$ cat config.mk
export PLATFORM = sky130hd
export DESIGN_NAME = sorted_priority_queue
export DESIGN_NICKNAME = d
export VERILOG_FILES = /design/src/spq_pkg.sv /design/src/spq_ctrl.sv /design/src/spq_dpath.sv /design/src/sorted_priority_queue.sv
export SDC_FILE = /design/constraint.sdc
export NUM_CORES = 1
export LEC_CHECK = 0
export BUFFER_PORTS_ARGS = -buffer_cell sky130_fd_sc_hd__buf_2
export CORE_ASPECT_RATIO = 2
export CORE_MARGIN = 2
export CORE_UTILIZATION = 42
export DETAILED_ROUTE_END_ITERATION = 10
export PLACE_DENSITY = 0.7
export SYNTH_ARGS = -nofsm -noshare
export SYNTH_HDL_FRONTEND = slang
export SYNTH_SLANG_ARGS = --single-unit
$ cat constraint.sdc
create_clock -name clk -period 8.79 [get_ports clk]
set_input_delay 0.879 -clock clk [delete_from_list [all_inputs] [get_ports clk]]
set_output_delay 0.879 -clock clk [all_outputs]
set_load 0.03 [all_outputs]
$ cat src/spq_pkg.sv
// Shared types and constants for the sorted priority queue.
// Used by spq_ctrl, spq_dpath, sorted_priority_queue and spq_checker.
package spq_pkg;

    localparam int CAPACITY_DEF = 16;
    localparam int DATA_W       = 32;

    localparam logic ACT_ENQ = 1'b0;
    localparam logic ACT_DEQ = 1'b1;

    typedef enum logic [1:0] {
        ST_OK    = 2'd0,
        ST_EMPTY = 2'd1,
        ST_FULL  = 2'd2
    } status_t;

    typedef enum logic [2:0] {
        S_IDLE,
        S_DECIDE,
        S_DEQ_POP,
        S_ENQ_RD,
        S_ENQ_CMP,
        S_RESP
    } state_t;

    typedef struct packed {
        logic    load_item;
        logic    set_pos;
        logic    rd_head;
        logic    rd_prev;
        logic    move_up;
        logic    write_new;
        logic    pop;
        logic    set_status;
        status_t status_code;
        logic    emit;
    } ctl_cmd_t;

    typedef struct packed {
        logic is_deq;
        logic empty;
        logic full;
        logic pos_zero;
        logic prev_gt;
        logic out_free;
    } ctl_stat_t;

endpackage

$ cat src/spq_ctrl.sv
// Sequencer for the sorted priority queue: decodes each item and steps the
// insertion walk. Depends on spq_pkg.
module spq_ctrl
(
    input  logic               clk,
    input  logic               rst_n,
    input  logic               in_valid,
    output logic               in_ready,
    input  spq_pkg::ctl_stat_t stat,
    output spq_pkg::ctl_cmd_t  cmd
);
    import spq_pkg::*;

    state_t state_reg;
    state_t state_next;

    always_ff @(posedge clk or negedge rst_n)
    begin
        if (!rst_n)
        begin
            state_reg <= S_IDLE;
        end
        else
        begin
            state_reg <= state_next;
        end
    end

    always_comb
    begin
        state_next = state_reg;
        cmd        = '0;
        cmd.status_code = ST_OK;
        in_ready   = 1'b0;
        case (state_reg)
            S_IDLE:
            begin
                in_ready = 1'b1;
                if (in_valid)
                begin
                    cmd.load_item = 1'b1;
                    state_next    = S_DECIDE;
                end
            end
            S_DECIDE:
            begin
                if (stat.is_deq)
                begin
                    if (stat.empty)
                    begin
                        cmd.set_status  = 1'b1;
                        cmd.status_code = ST_EMPTY;
                        state_next      = S_RESP;
                    end
                    else
                    begin
                        cmd.rd_head = 1'b1;
                        state_next  = S_DEQ_POP;
                    end
                end
                else if (stat.full)
                begin
                    cmd.set_status  = 1'b1;
                    cmd.status_code = ST_FULL;
                    state_next      = S_RESP;
                end
                else
                begin
                    cmd.set_pos = 1'b1;
                    state_next  = S_ENQ_RD;
                end
            end
            S_DEQ_POP:
            begin
                cmd.pop    = 1'b1;
                state_next = S_RESP;
            end
            S_ENQ_RD:
            begin
                if (stat.pos_zero)
                begin
                    cmd.write_new = 1'b1;
                    state_next    = S_RESP;
                end
                else
                begin
                    cmd.rd_prev = 1'b1;
                    state_next  = S_ENQ_CMP;
                end
            end
            S_ENQ_CMP:
            begin
                if (stat.prev_gt)
                begin
                    cmd.move_up = 1'b1;
                    state_next  = S_ENQ_RD;
                end
                else
                begin
                    cmd.write_new = 1'b1;
                    state_next    = S_RESP;
                end
            end
            S_RESP:
            begin
                if (stat.out_free)
                begin
                    cmd.emit   = 1'b1;
                    state_next = S_IDLE;
                end
            end
            default:
            begin
                state_next = S_IDLE;
            end
        endcase
    end

endmodule

$ cat src/spq_dpath.sv
// Datapath of the sorted priority queue: circular entry memory, head and
// count, insertion walk pointer and the output register. Depends on spq_pkg.
module spq_dpath
#(
    parameter int CAPACITY = spq_pkg::CAPACITY_DEF,
    parameter int CW       = $clog2(CAPACITY + 1),
    parameter int OUT_W    = ((35 + CW + 7) / 8) * 8
)
(
    input  logic                clk,
    input  logic                rst_n,
    input  logic [63:0]         in_data,
    input  logic                in_action,
    input  spq_pkg::ctl_cmd_t   cmd,
    output spq_pkg::ctl_stat_t  stat,
    output logic                out_valid,
    input  logic                out_ready,
    output logic [OUT_W-1:0]    out_data
);
    import spq_pkg::*;

    localparam int IW = $clog2(CAPACITY);

    logic [2*DATA_W-1:0] mem [CAPACITY];

    logic [DATA_W-1:0]   item_value_reg;
    logic [DATA_W-1:0]   item_rank_reg;
    logic                action_reg;
    logic [IW-1:0]       head_reg;
    logic [CW-1:0]       count_reg;
    logic [CW-1:0]       pos_reg;
    logic [2*DATA_W-1:0] rd_data_reg;
    logic [DATA_W-1:0]   res_value_reg;
    status_t             status_reg;
    logic                out_valid_reg;
    logic [DATA_W-1:0]   o_value_reg;
    status_t             o_status_reg;
    logic [CW-1:0]       o_count_reg;

    logic [CW-1:0]       lidx;
    logic [IW:0]         psum;
    logic [IW-1:0]       paddr;
    logic                rd_en;
    logic                wr_en;
    logic [2*DATA_W-1:0] wr_data;

    always_comb
    begin
        if (cmd.rd_head)
        begin
            lidx = '0;
        end
        else if (cmd.rd_prev)
        begin
            lidx = pos_reg - CW'(1);
        end
        else
        begin
            lidx = pos_reg;
        end
        psum = {1'b0, head_reg} + {1'b0, lidx[IW-1:0]};
        if (psum >= (IW+1)'(CAPACITY))
        begin
            psum = psum - (IW+1)'(CAPACITY);
        end
        paddr   = psum[IW-1:0];
        rd_en   = cmd.rd_head | cmd.rd_prev;
        wr_en   = cmd.move_up | cmd.write_new;
        wr_data = cmd.move_up ? rd_data_reg : {item_rank_reg, item_value_reg};
    end

    always_ff @(posedge clk)
    begin
        if (wr_en)
        begin
            mem[paddr] <= wr_data;
        end
        if (rd_en)
        begin
            rd_data_reg <= mem[paddr];
        end
    end

    always_ff @(posedge clk)
    begin
        if (cmd.load_item)
        begin
            item_value_reg <= in_data[DATA_W-1:0];
            item_rank_reg  <= in_data[2*DATA_W-1:DATA_W];
            action_reg     <= in_action;
        end
        if (cmd.emit)
        begin
            o_value_reg  <= res_value_reg;
            o_status_reg <= status_reg;
            o_count_reg  <= count_reg;
        end
    end

    always_ff @(posedge clk or negedge rst_n)
    begin
        if (!rst_n)
        begin
            head_reg      <= '0;
            count_reg     <= '0;
            pos_reg       <= '0;
            res_value_reg <= '1;
            status_reg    <= ST_OK;
            out_valid_reg <= 1'b0;
        end
        else
        begin
            if (cmd.load_item)
            begin
                res_value_reg <= '1;
                status_reg    <= ST_OK;
            end
            if (cmd.set_status)
            begin
                status_reg <= cmd.status_code;
            end
            if (cmd.set_pos)
            begin
                pos_reg <= count_reg;
            end
            else if (cmd.move_up)
            begin
                pos_reg <= pos_reg - CW'(1);
            end
            if (cmd.write_new)
            begin
                count_reg <= count_reg + CW'(1);
            end
            else if (cmd.pop)
            begin
                count_reg     <= count_reg - CW'(1);
                res_value_reg <= rd_data_reg[DATA_W-1:0];
                head_reg      <= (head_reg == IW'(CAPACITY - 1)) ? '0 : head_reg + IW'(1);
            end
            if (cmd.emit)
            begin
                out_valid_reg <= 1'b1;
            end
            else if (out_ready)
            begin
                out_valid_reg <= 1'b0;
            end
        end
    end

    always_comb
    begin
        stat.is_deq   = (action_reg == ACT_DEQ);
        stat.empty    = (count_reg == '0);
        stat.full     = (count_reg == CW'(CAPACITY));
        stat.pos_zero = (pos_reg == '0);
        stat.prev_gt  = $signed(rd_data_reg[2*DATA_W-1:DATA_W]) > $signed(item_rank_reg);
        stat.out_free = !out_valid_reg || out_ready;
    end

    assign out_valid = out_valid_reg;
    assign out_data  = OUT_W'({o_count_reg, (o_count_reg == '0), o_status_reg, o_value_reg});

endmodule

$ cat src/sorted_priority_queue.sv
// Sorted priority queue: entries leave by ascending signed rank, FIFO among equals.
// Dequeue reads and pops the head entry; dequeue when empty or enqueue when full only
// sets the status. Enqueue walks from the tail, shifting each entry of greater rank back
// a place, each step reading an entry then comparing it. One item at a time: the next is
// accepted as the result beat is raised. A stalled earlier result beat holds the response.
// Async active-low reset empties the queue; memory needs no clearing; uses spq_ctrl, spq_dpath.
module sorted_priority_queue
#(
    parameter int CAPACITY = spq_pkg::CAPACITY_DEF,
    parameter int CW       = $clog2(CAPACITY + 1),
    parameter int OUT_W    = ((35 + CW + 7) / 8) * 8
)
(
    input  logic             clk,
    input  logic             rst_n,
    input  logic             s_axis_tvalid,
    output logic             s_axis_tready,
    input  logic [63:0]      s_axis_tdata,  // item_value[31:0], rank[63:32]
    input  logic             s_axis_tuser,  // action
    output logic             m_axis_tvalid,
    input  logic             m_axis_tready,
    output logic [OUT_W-1:0] m_axis_tdata   // out_value, status, now_empty, occupancy
);
    import spq_pkg::*;

    ctl_cmd_t  cmd;
    ctl_stat_t stat;

    spq_ctrl u_ctrl
    (
        .clk      (clk),
        .rst_n    (rst_n),
        .in_valid (s_axis_tvalid),
        .in_ready (s_axis_tready),
        .stat     (stat),
        .cmd      (cmd)
    );

    spq_dpath
    #(
        .CAPACITY (CAPACITY),
        .CW       (CW),
        .OUT_W    (OUT_W)
    )
    u_dpath
    (
        .clk       (clk),
        .rst_n     (rst_n),
        .in_data   (s_axis_tdata),
        .in_action (s_axis_tuser),
        .cmd       (cmd),
        .stat      (stat),
        .out_valid (m_axis_tvalid),
        .out_ready (m_axis_tready),
        .out_data  (m_axis_tdata)
    );

endmodule

# == After elaboration in Yosys (flattened, before gate mapping) ==
# Memories as Yosys holds them, arrays and structs flattened. A register that Yosys moved wholly into a read port is not among the register bits.
# Cells that the tools add are included.
# word_totals
ff_bits,156
latch_bits,0
mem_bits_rw,1024
rom_bits,0
input_bits,69
output_inout_bits,42
wordCells,94
n_memories,1
# classes
add_sub_neg,6
n_mul,0
div,0
n_lt_le_gt_ge,2
n_eq_ne,9
n_shift,0
n_mux,48
bitwise,3
n_reduce_logical,12
# memory_table
memory,words,word_bits,rd,rd_clocked_by_memory_dff,write_ports,line,source
u_dpath.mem,16,64,1,1,1,spq_dpath.sv:24,logic [2*DATA_W-1:0] mem [CAPACITY];
# op_table
op,count
$mux 32,3
$mux 64,1
$gt 32x32->1,1
$mux 3,10
$mux 1,21
$mux 5,4
$pmux 3 s6,1
$mux 4,4
$logic_not 5->1,3
$sub 5x1->5 const B,2
$reduce_bool 2->1,4
$eq 3x2->1 const B,2
$eq 3x3->1 const B,2
$mux 2,3
$add 4x4->5,1
$add 5x1->5 const B,1
$eq 5x5->1 const B,1
$ge 5x5->1 const B,1
$add 4x1->4 const B,1
$eq 4x4->1 const B,1
$ne 2x2->1 const B,2
$reduce_and 2->1,2
$sub 4x1->4 const B,1
$eq 3x1->1 const B,1
other kinds (6),7

# == Depth between registers and ports, before layout ==
# Gate-level depths: netlist (run 1).
# depth
word_depth,8
depth_mapped,17
depth_no_buf,17

# == Modules after synthesis ==
# Synthesis (run 1) repeated with hierarchy kept, for this count alone.
# unflattened
cells_unflattened,2421
hier_area_um2,48301.3
# modules_own_cells
module,instances,cells_per_inst,area_per_inst_um2,seq_area_each_um2
spq_dpath,1,2383,47986.0,37060.5
spq_ctrl,1,38,315.3,75.1

# == Worst setup path after synthesis (run 1) ==
# Ideal clock, no wire load.
# synth_path
path_kind,flip-flop to flip-flop
startpoint,register u_dpath.pos_reg[0]
endpoint,memory u_dpath.mem[14][0] (netlist name) (enable)
setup_time_ns,0.565
arrival_time_ns,7.589
required_time_ns,8.225
slack_ns,0.636
path_stages_with_launch,16
path_buffers,3
synth_period_minus_slack_ns,8.154
cell_sequence,dfrtp_1 inv_1 ha_1 nor3b_1 nand2b_1 nand2b_1 xnor2_1 nor2_1 ha_1 fa_1 clkbuf_1 clkbuf_1 clkbuf_1 nor2b_1 nand2b_1 nor3_1
# synth_via
elab_chain_len,8
word_cells_on_any_way,15
classes_between,add/sub: 3; order compare: 1; mux: 9; bitwise: 1; reduce/logical: 1
# synth_rtl
element,line,source
"start, declared",spq_dpath.sv:31,logic [CW-1:0] pos_reg;
"start signal, assigned",spq_dpath.sv:124,pos_reg <= count_reg;
"start signal, assigned",spq_dpath.sv:128,pos_reg <= pos_reg - CW'(1);
"parallel branches: the longest is 8 deep, another holds $sub 5x1->5",-,
"end, declared",spq_dpath.sv:24,
# Parallel ways; which one is timed is not known.

# == Worst setup path after layout (run 1) ==
# layout_path
startpoint,register u_dpath.pos_reg[0]
endpoint,memory u_dpath.mem[3][40] (netlist name) (enable)
# Same word-level chain as after synthesis.

==> results of run 1 <==
## critical path, delay by kind of cell, from the launching register on
family,cells,cell delay (ns)
simple gates,7,2.29
xor+xnor,2,0.95
buf+inv,2,0.81
fa+ha+maj,2,0.50
compound gates,3,0.49
flops,1,0.42
## final timing paths
check,to,cells after the start,slack (ns)
hold / removal,u_dpath.out_valid,2,0.36
min in group clk,u_dpath.item_rank_reg[30],1,0.36
setup reg to reg,u_dpath.mem[3][40],16,2.90
setup / recovery,u_dpath.mem[3][40],16,2.90
hold reg to reg,u_dpath.o_status_reg[1],0,0.46
max in group asynchronous,u_dpath.count_reg[0],2,7.95
## per-stage QoR
step	total power, mW	worst slack, ns	utilization (%)	instance area, um^2
global route	24.6	2.51	47.6	53600
CTS	23.8	2.85	47.6	53600
floorplan	16.4	0.636	-	47700
finish	23.6	2.90	47.6	53600
global placement	19.0	2.95	44.7	50300
detailed placement	19.3	2.89	44.7	50300
## per-layer routing
| layer | vias to the layer above | GRT usage (%) |
|---|---|---|
| li1 | 9177 | - |
| met1 | 11700 | 20.2 |
| met2 | 733 | 32.8 |
| met3 | 185 | 2.89 |
| met4 | 6 | 7.35 |
| met5 | - | 0 |
## cells in the mapped netlist, drive strengths merged (9+ instances only)
cell type	number	area (um^2)
edfxtp	1192	35800
a21oi	25	133
clkbuf	75	282
nand2	124	473
o21ai	80	400
ha	40	500
nand2b	9	56.3
inv	39	146
dfstp	32	841
xnor2	12	113
buf	21	145
mux4	320	7210
dfrtp	20	500
nor2	32	120
nor3	10	55.1
mux2	35	402
## power by group
group	internal, mW	switching [mW]
Clock	2.47	2.07
Combinational	5.08	5.37
Sequential	8.23	0.342
Total	15.8	7.78
## kinds of logic after synthesis
group | Yosys count
xor gates and xnor gates | 13
buffers and inverters | 135
AOI/OAI and AO/OA | 127
and+or+nand+nor | 215
muxes | 356
DFF | 1244
adders and majority gates | 42
## area by class of cell
cell class,instances,area (um^2)
Clock buffer,120,2620
Antenna cell,2,5.00
Clock inverter,64,669
Multi-Input combinational cell,753,10100
Sequential cell,1244,37100
Timing Repair Buffer,163,986
Tap cell,1496,1870
Inverter,39,149
Fill cell,9015,59000
==> summary.txt, run 1 <==
run status -> finished, final reports clean
largest family of logic cells by synthesized area -> multiplexers
Crit Path Category -> reg2reg
Clock transition at path regs -> 0.08 ns
asr flop ratio synth -> 4.18%
Max Cap Violations -> 0
FF-to-FF Start -> u_dpath.pos_reg[0]
vias in the first global route -> 23400
routed wire length -> 102 mm
clk_skew -> 0.0240 ns
adder and majority gate portion of the synthesized area -> 1.13%
share of cells above drive strength 1 -> 30.3%
total gr overflow -> 0
Final setup viols -> 0
worst-path fanout max -> 42
Cells after Synth -> 2132
Synth Net Count -> 2243
mux contribution to synthesized area -> 16.0%
DP Cell Count -> 3695
DR WL met3 -> 5.20 mm
site row count -> 174
static leakage -> 17.0 nW
Yosys warnings -> 0
Startpoint Class -> flip-flop
post-layout minimum cycle time -> 5.89 ns
Non-Filler Instances -> 3881
RSZ-0062 raised after global routing -> false
EDFF count, synth -> 1192
critical path cell sequence -> inv_1 > ha_1 > nor3b_1 > nand2b_1 > nand2b_1 > nor2_1 > a21oi_1 > nor2_1 > ha_1 > a21o_1 > a21oi_1 > xnor2_1 > xnor2_4 > nand2_1 > nor2_4 > buf_4
Setup TNS -> 0 ns
CP arrival -> 6.21 ns
met2 WL -> 56.4 mm
Yosys reg bits -> 1244
die area -> 116000 um^2
Peak VDD IR -> 742 uV
root buffer cell -> clkbuf_16
Hold Vio Cnt, Final -> 0
drt wl/cell -> 26.4 um
TritonCTS clock tree -> yes
Die X -> 242 um
cts repair resizes -> 0
slew margin rel. -> 12.6%
area added between synthesis and finish -> 12.4%
hold slack -> 0.356 ns
hold_buf cts -> 0
Iter 0 DRT Violations -> 1912
Starting Density -> 42.4%
xor-xnor portion of the synthesized cell area -> 0.255%
period utilization -> 67.1%
clk_lat worst skew -> 0.70 ns
Final GP Congestion -> 0.808
pwr dens -> 440 nW/um^2
CP Data Required Time -> 9.10 ns
Mapped Area -> 47700 um^2
commonest non-fill, non-tap cell in the layout -> edfxtp_1
core box area -> 113000 um^2
register area share after synthesis -> 77.9%
Via Count -> 21800
# DRC -> 0
Final nets -> 2411
htree depth -> 3
largest net degree at the start of global routing -> 155
Hold WC Path Type -> in2async
dominant synthesized flop cell -> edfxtp_1
CTS sink count -> 1244
most frequent cells in the layout -> 1192 x edfxtp_1, 320 x mux4_2, 123 x nand2_1
CP peak stage delay -> 0.84 ns
Port Buf Inserts -> 110
DIE HEIGHT -> 480 um
Slowest-stage cell, CP -> nor2_4
Compound-Gate Fraction of Synth Area -> 1.52%
Slew Viols, Final -> 0
Worst-Margin Slew -> 1.30 ns
detailed placement HPWL -> 60.8 mm
Achievable Freq -> 0.170 GHz
syn avg cell area -> 22.4 um^2
post-CTS setup buffer count -> 0
Clock Tree Buf Depth -> 3
simple logic cell fraction of the synthesized area -> 2.02%
Initial DRT Pass Iterations -> 7
first-pass GRT wire length -> 153 mm
count of cell types in the netlist -> 56
antenna-violating nets left -> 0
I/O pin count -> 111
Max Used Layer -> met5
number of flip-flops in the largest register -> 1024
clock buffer count from CTS -> 99
initial antenna violation count -> 5
All-Layer GR Usage -> 17.7%
M1 WL -> 36.9 mm
crit end category -> flip-flop
CP startpoint -> u_dpath.pos_reg[0]
Vias/cell -> 5.61
Note: power is estimated with default switching activity, not from simulation.
==> run 2, diff against run 1 <==
- PLACE_DENSITY: 0.7 -> 0.68
- clock period: 8.79 -> 5.7 ns (I/O delays scaled with it)
==> summary.txt, run 2 (synthesis results as in run 1) <==
run status -> finished, final reports clean
most frequent cells in the layout -> 1192 x edfxtp_1, 320 x mux4_2, 123 x nand2_1
Multi-input gate area -> 10200 um^2 (+0.21%)
period utilization -> 90.0% (+23 points)
Initial DRT Pass Iterations -> 5 (-2)
vias in the first global route -> 23700 (+1.0%)
Setup TNS -> 0 ns (unchanged)
area added between synthesis and finish -> 14.4%
Final nets -> 2474 (+2.6%)
Register Area -> 37100 um^2 (unchanged)
post-CTS setup buffer count -> 0 (unchanged)
Startpoint Class -> flip-flop
crit end category -> flip-flop
root buffer cell -> clkbuf_16
Peak VDD IR -> 735 uV (-0.94%)
initial antenna violation count -> 1 (-4)
final setup margin -> 0.571 ns (-2.32 ns)
WP buf/inv -> 1 (-1)
hold slack -> 0.0460 ns (-0.310 ns)
All-Layer GR Usage -> 18.1% (+0.37 points)
CP peak stage delay -> 0.81 ns (-0.03 ns)
detailed placement HPWL -> 61.2 mm (+0.80%)
crit-path most repeated cell -> nor2_1
total gr overflow -> 0 (unchanged)
commonest non-fill, non-tap cell in the layout -> edfxtp_1
Design Area, Final -> 54500 um^2 (+1.8%)
Clock transition at path regs -> 0.07 ns (about the same)
cell family with most CP delay -> simple AND/OR/NAND/NOR gates
share of cells above drive strength 1 -> 32.1% (+1.8 points)
DIE HEIGHT -> 480 um (unchanged)
critical path cell sequence -> or4_1 > o21ai_0 > nor2_1 > nor2_1 > ha_1 > a21o_1 > a21oi_1 > xnor2_1 > xnor2_4 > nand2_1 > nor2_4 > buf_4
CP Data Required Time -> 6.03 ns (-3.07 ns)
Worst-Margin Slew -> 0.983 ns (-0.319 ns)
clk_lat worst skew -> 0.71 ns (about the same)
Final GP Congestion -> 0.806 (-0.27%)
routed wire length -> 104 mm (+1.3%)
core box area -> 113000 um^2 (unchanged)
htree depth -> 3 (unchanged)
pwr dens -> 678 nW/um^2 (+54%)
worst-path fanout max -> 28 (-33%)
antenna-violating nets left -> 0 (unchanged)
static leakage -> 17.4 nW (+2.6%)
setup slack at placement -> 0.581 ns (-2.31 ns)
largest net degree at the start of global routing -> 69 (-55%)
clock buffer count from CTS -> 102 (+3.0%)
Vias/cell -> 5.51 (-1.7%)
# DRC -> 0 (unchanged)
clk_skew -> 0.0251 ns (+0.00111 ns)
post-layout minimum cycle time -> 5.13 ns (-0.765 ns)
Slew Viols, Final -> 0 (unchanged)
Area after DPL -> 51000 um^2 (+1.4%)
site row count -> 174 (unchanged)
Starting Density -> 42.4% (unchanged)
first-pass GRT wire length -> 155 mm (+1.7%)
DP Cell Count -> 3742 (+1.3%)
Non-Filler Instances -> 3946 (+1.7%)
Clock Tree Buf Depth -> 3 (unchanged)
Crit Path Category -> reg2reg
Max Cap Violations -> 0 (unchanged)
Hold Vio Cnt, Final -> 0 (unchanged)
Die X -> 242 um (unchanged)
Iter 0 DRT Violations -> 1937 (+1.3%)
Slowest-stage cell, CP -> xnor2_4
RSZ-0062 raised after global routing -> false
Final setup viols -> 0 (unchanged)
Achievable Freq -> 0.195 GHz (+15%)
I/O pin count -> 111 (unchanged)
CTS sink count -> 1244 (unchanged)
drt wl/cell -> 26.2 um (-0.41%)
die area -> 116000 um^2 (unchanged)
slew margin rel. -> 34.4% (+22 points)
CP arrival -> 5.46 ns (-0.75 ns)
Via Count -> 21700 (-0.083%)
number of flip-flops in the largest register -> 1024 (unchanged)
total of fill cells in the finished design -> 8894 (-1.3%)
Port Buf Inserts -> 110 (unchanged)
Hold WC Path Type -> in2async
TritonCTS clock tree -> yes
[run 2: changes by cell type in the layout (fill, tap and decap cells not counted), moves of 9 or more]
cell	previous run	this run
buf_12	3	31
dlygate4sd3_1	0	13
o21ai_1	25	8
buf_4	50	69
clkbuf_1	18	9
o21ai_0	54	71
[run 2: worst reg2reg max path, stage by stage, from the launching register on]
cell,delay [ns]
dfrtp_1,0.46
or4_1,0.57
o21ai_0,0.48
nor2_1,0.20
nor2_1,0.24
ha_1,0.28
a21o_1,0.16
a21oi_1,0.19
xnor2_1,0.18
xnor2_4,0.81
nand2_1,0.47
nor2_4,0.25
buf_4,0.47
[run 2: repair_timing]
action                                 in CTS  in global routing
resized for setup                           0                  0
hold buffers                               13                  0
setup endpoints to repair                   0                  0
endpoints found under the hold margin      13                  0
[run 2: final cells by class]
class,count,area share [%]
Antenna cell,1,0.00459
Clock buffer,113,4.83
Clock inverter,77,1.41
Inverter,39,0.273
Multi-Input combinational cell,753,18.6
Sequential cell,1244,68.1
Tap cell,1496,3.43
Timing Repair Buffer,223,3.34
[run 2: power by group]
part	internal, mW	switching, mW
logic	8.23	8.31
clock network	3.95	3.26
registers	12.7	0.532
[run 2: through the flow]
stage | util [%] | total power [mW]
2_1_floorplan | - | 25.4
3_3_place_gp | 45.3 | 29.9
3_5_place_dp | 45.3 | 30.3
4_1_cts | 48.5 | 37.5
5_1_grt | 48.5 | 38.7
6_report | 48.5 | 37.0
[run 2: final timing paths]
| check | start | to | slack (ns) | cells past startpoint |
|---|---|---|---|---|
| setup reg to reg | u_dpath.count_reg[0] | u_dpath.mem[2][27] | 0.57 | 12 |
| setup / recovery | u_dpath.count_reg[0] | u_dpath.mem[2][27] | 0.57 | 12 |
| hold / removal | rst_n | u_ctrl.state_reg[2] | 0.05 | 2 |
| min in group clk | s_axis_tdata[51] | u_dpath.item_rank_reg[19] | 0.05 | 1 |
| hold reg to reg | u_dpath.rd_data_reg[15] | u_dpath.res_value_reg[15] | 0.47 | 2 |
| max in group asynchronous | rst_n | u_dpath.count_reg[3] | 5.16 | 2 |
[run 2: per-layer routing]
metal  global-route usage, %  up-vias  part of all wire [%]
met5                       0        -                     0
li1                        -     9300                     -
met2                    33.9      638                    55
met1                    20.8    11600                    37
met3                    2.76      178                   4.6
met4                    6.44        0                   3.2
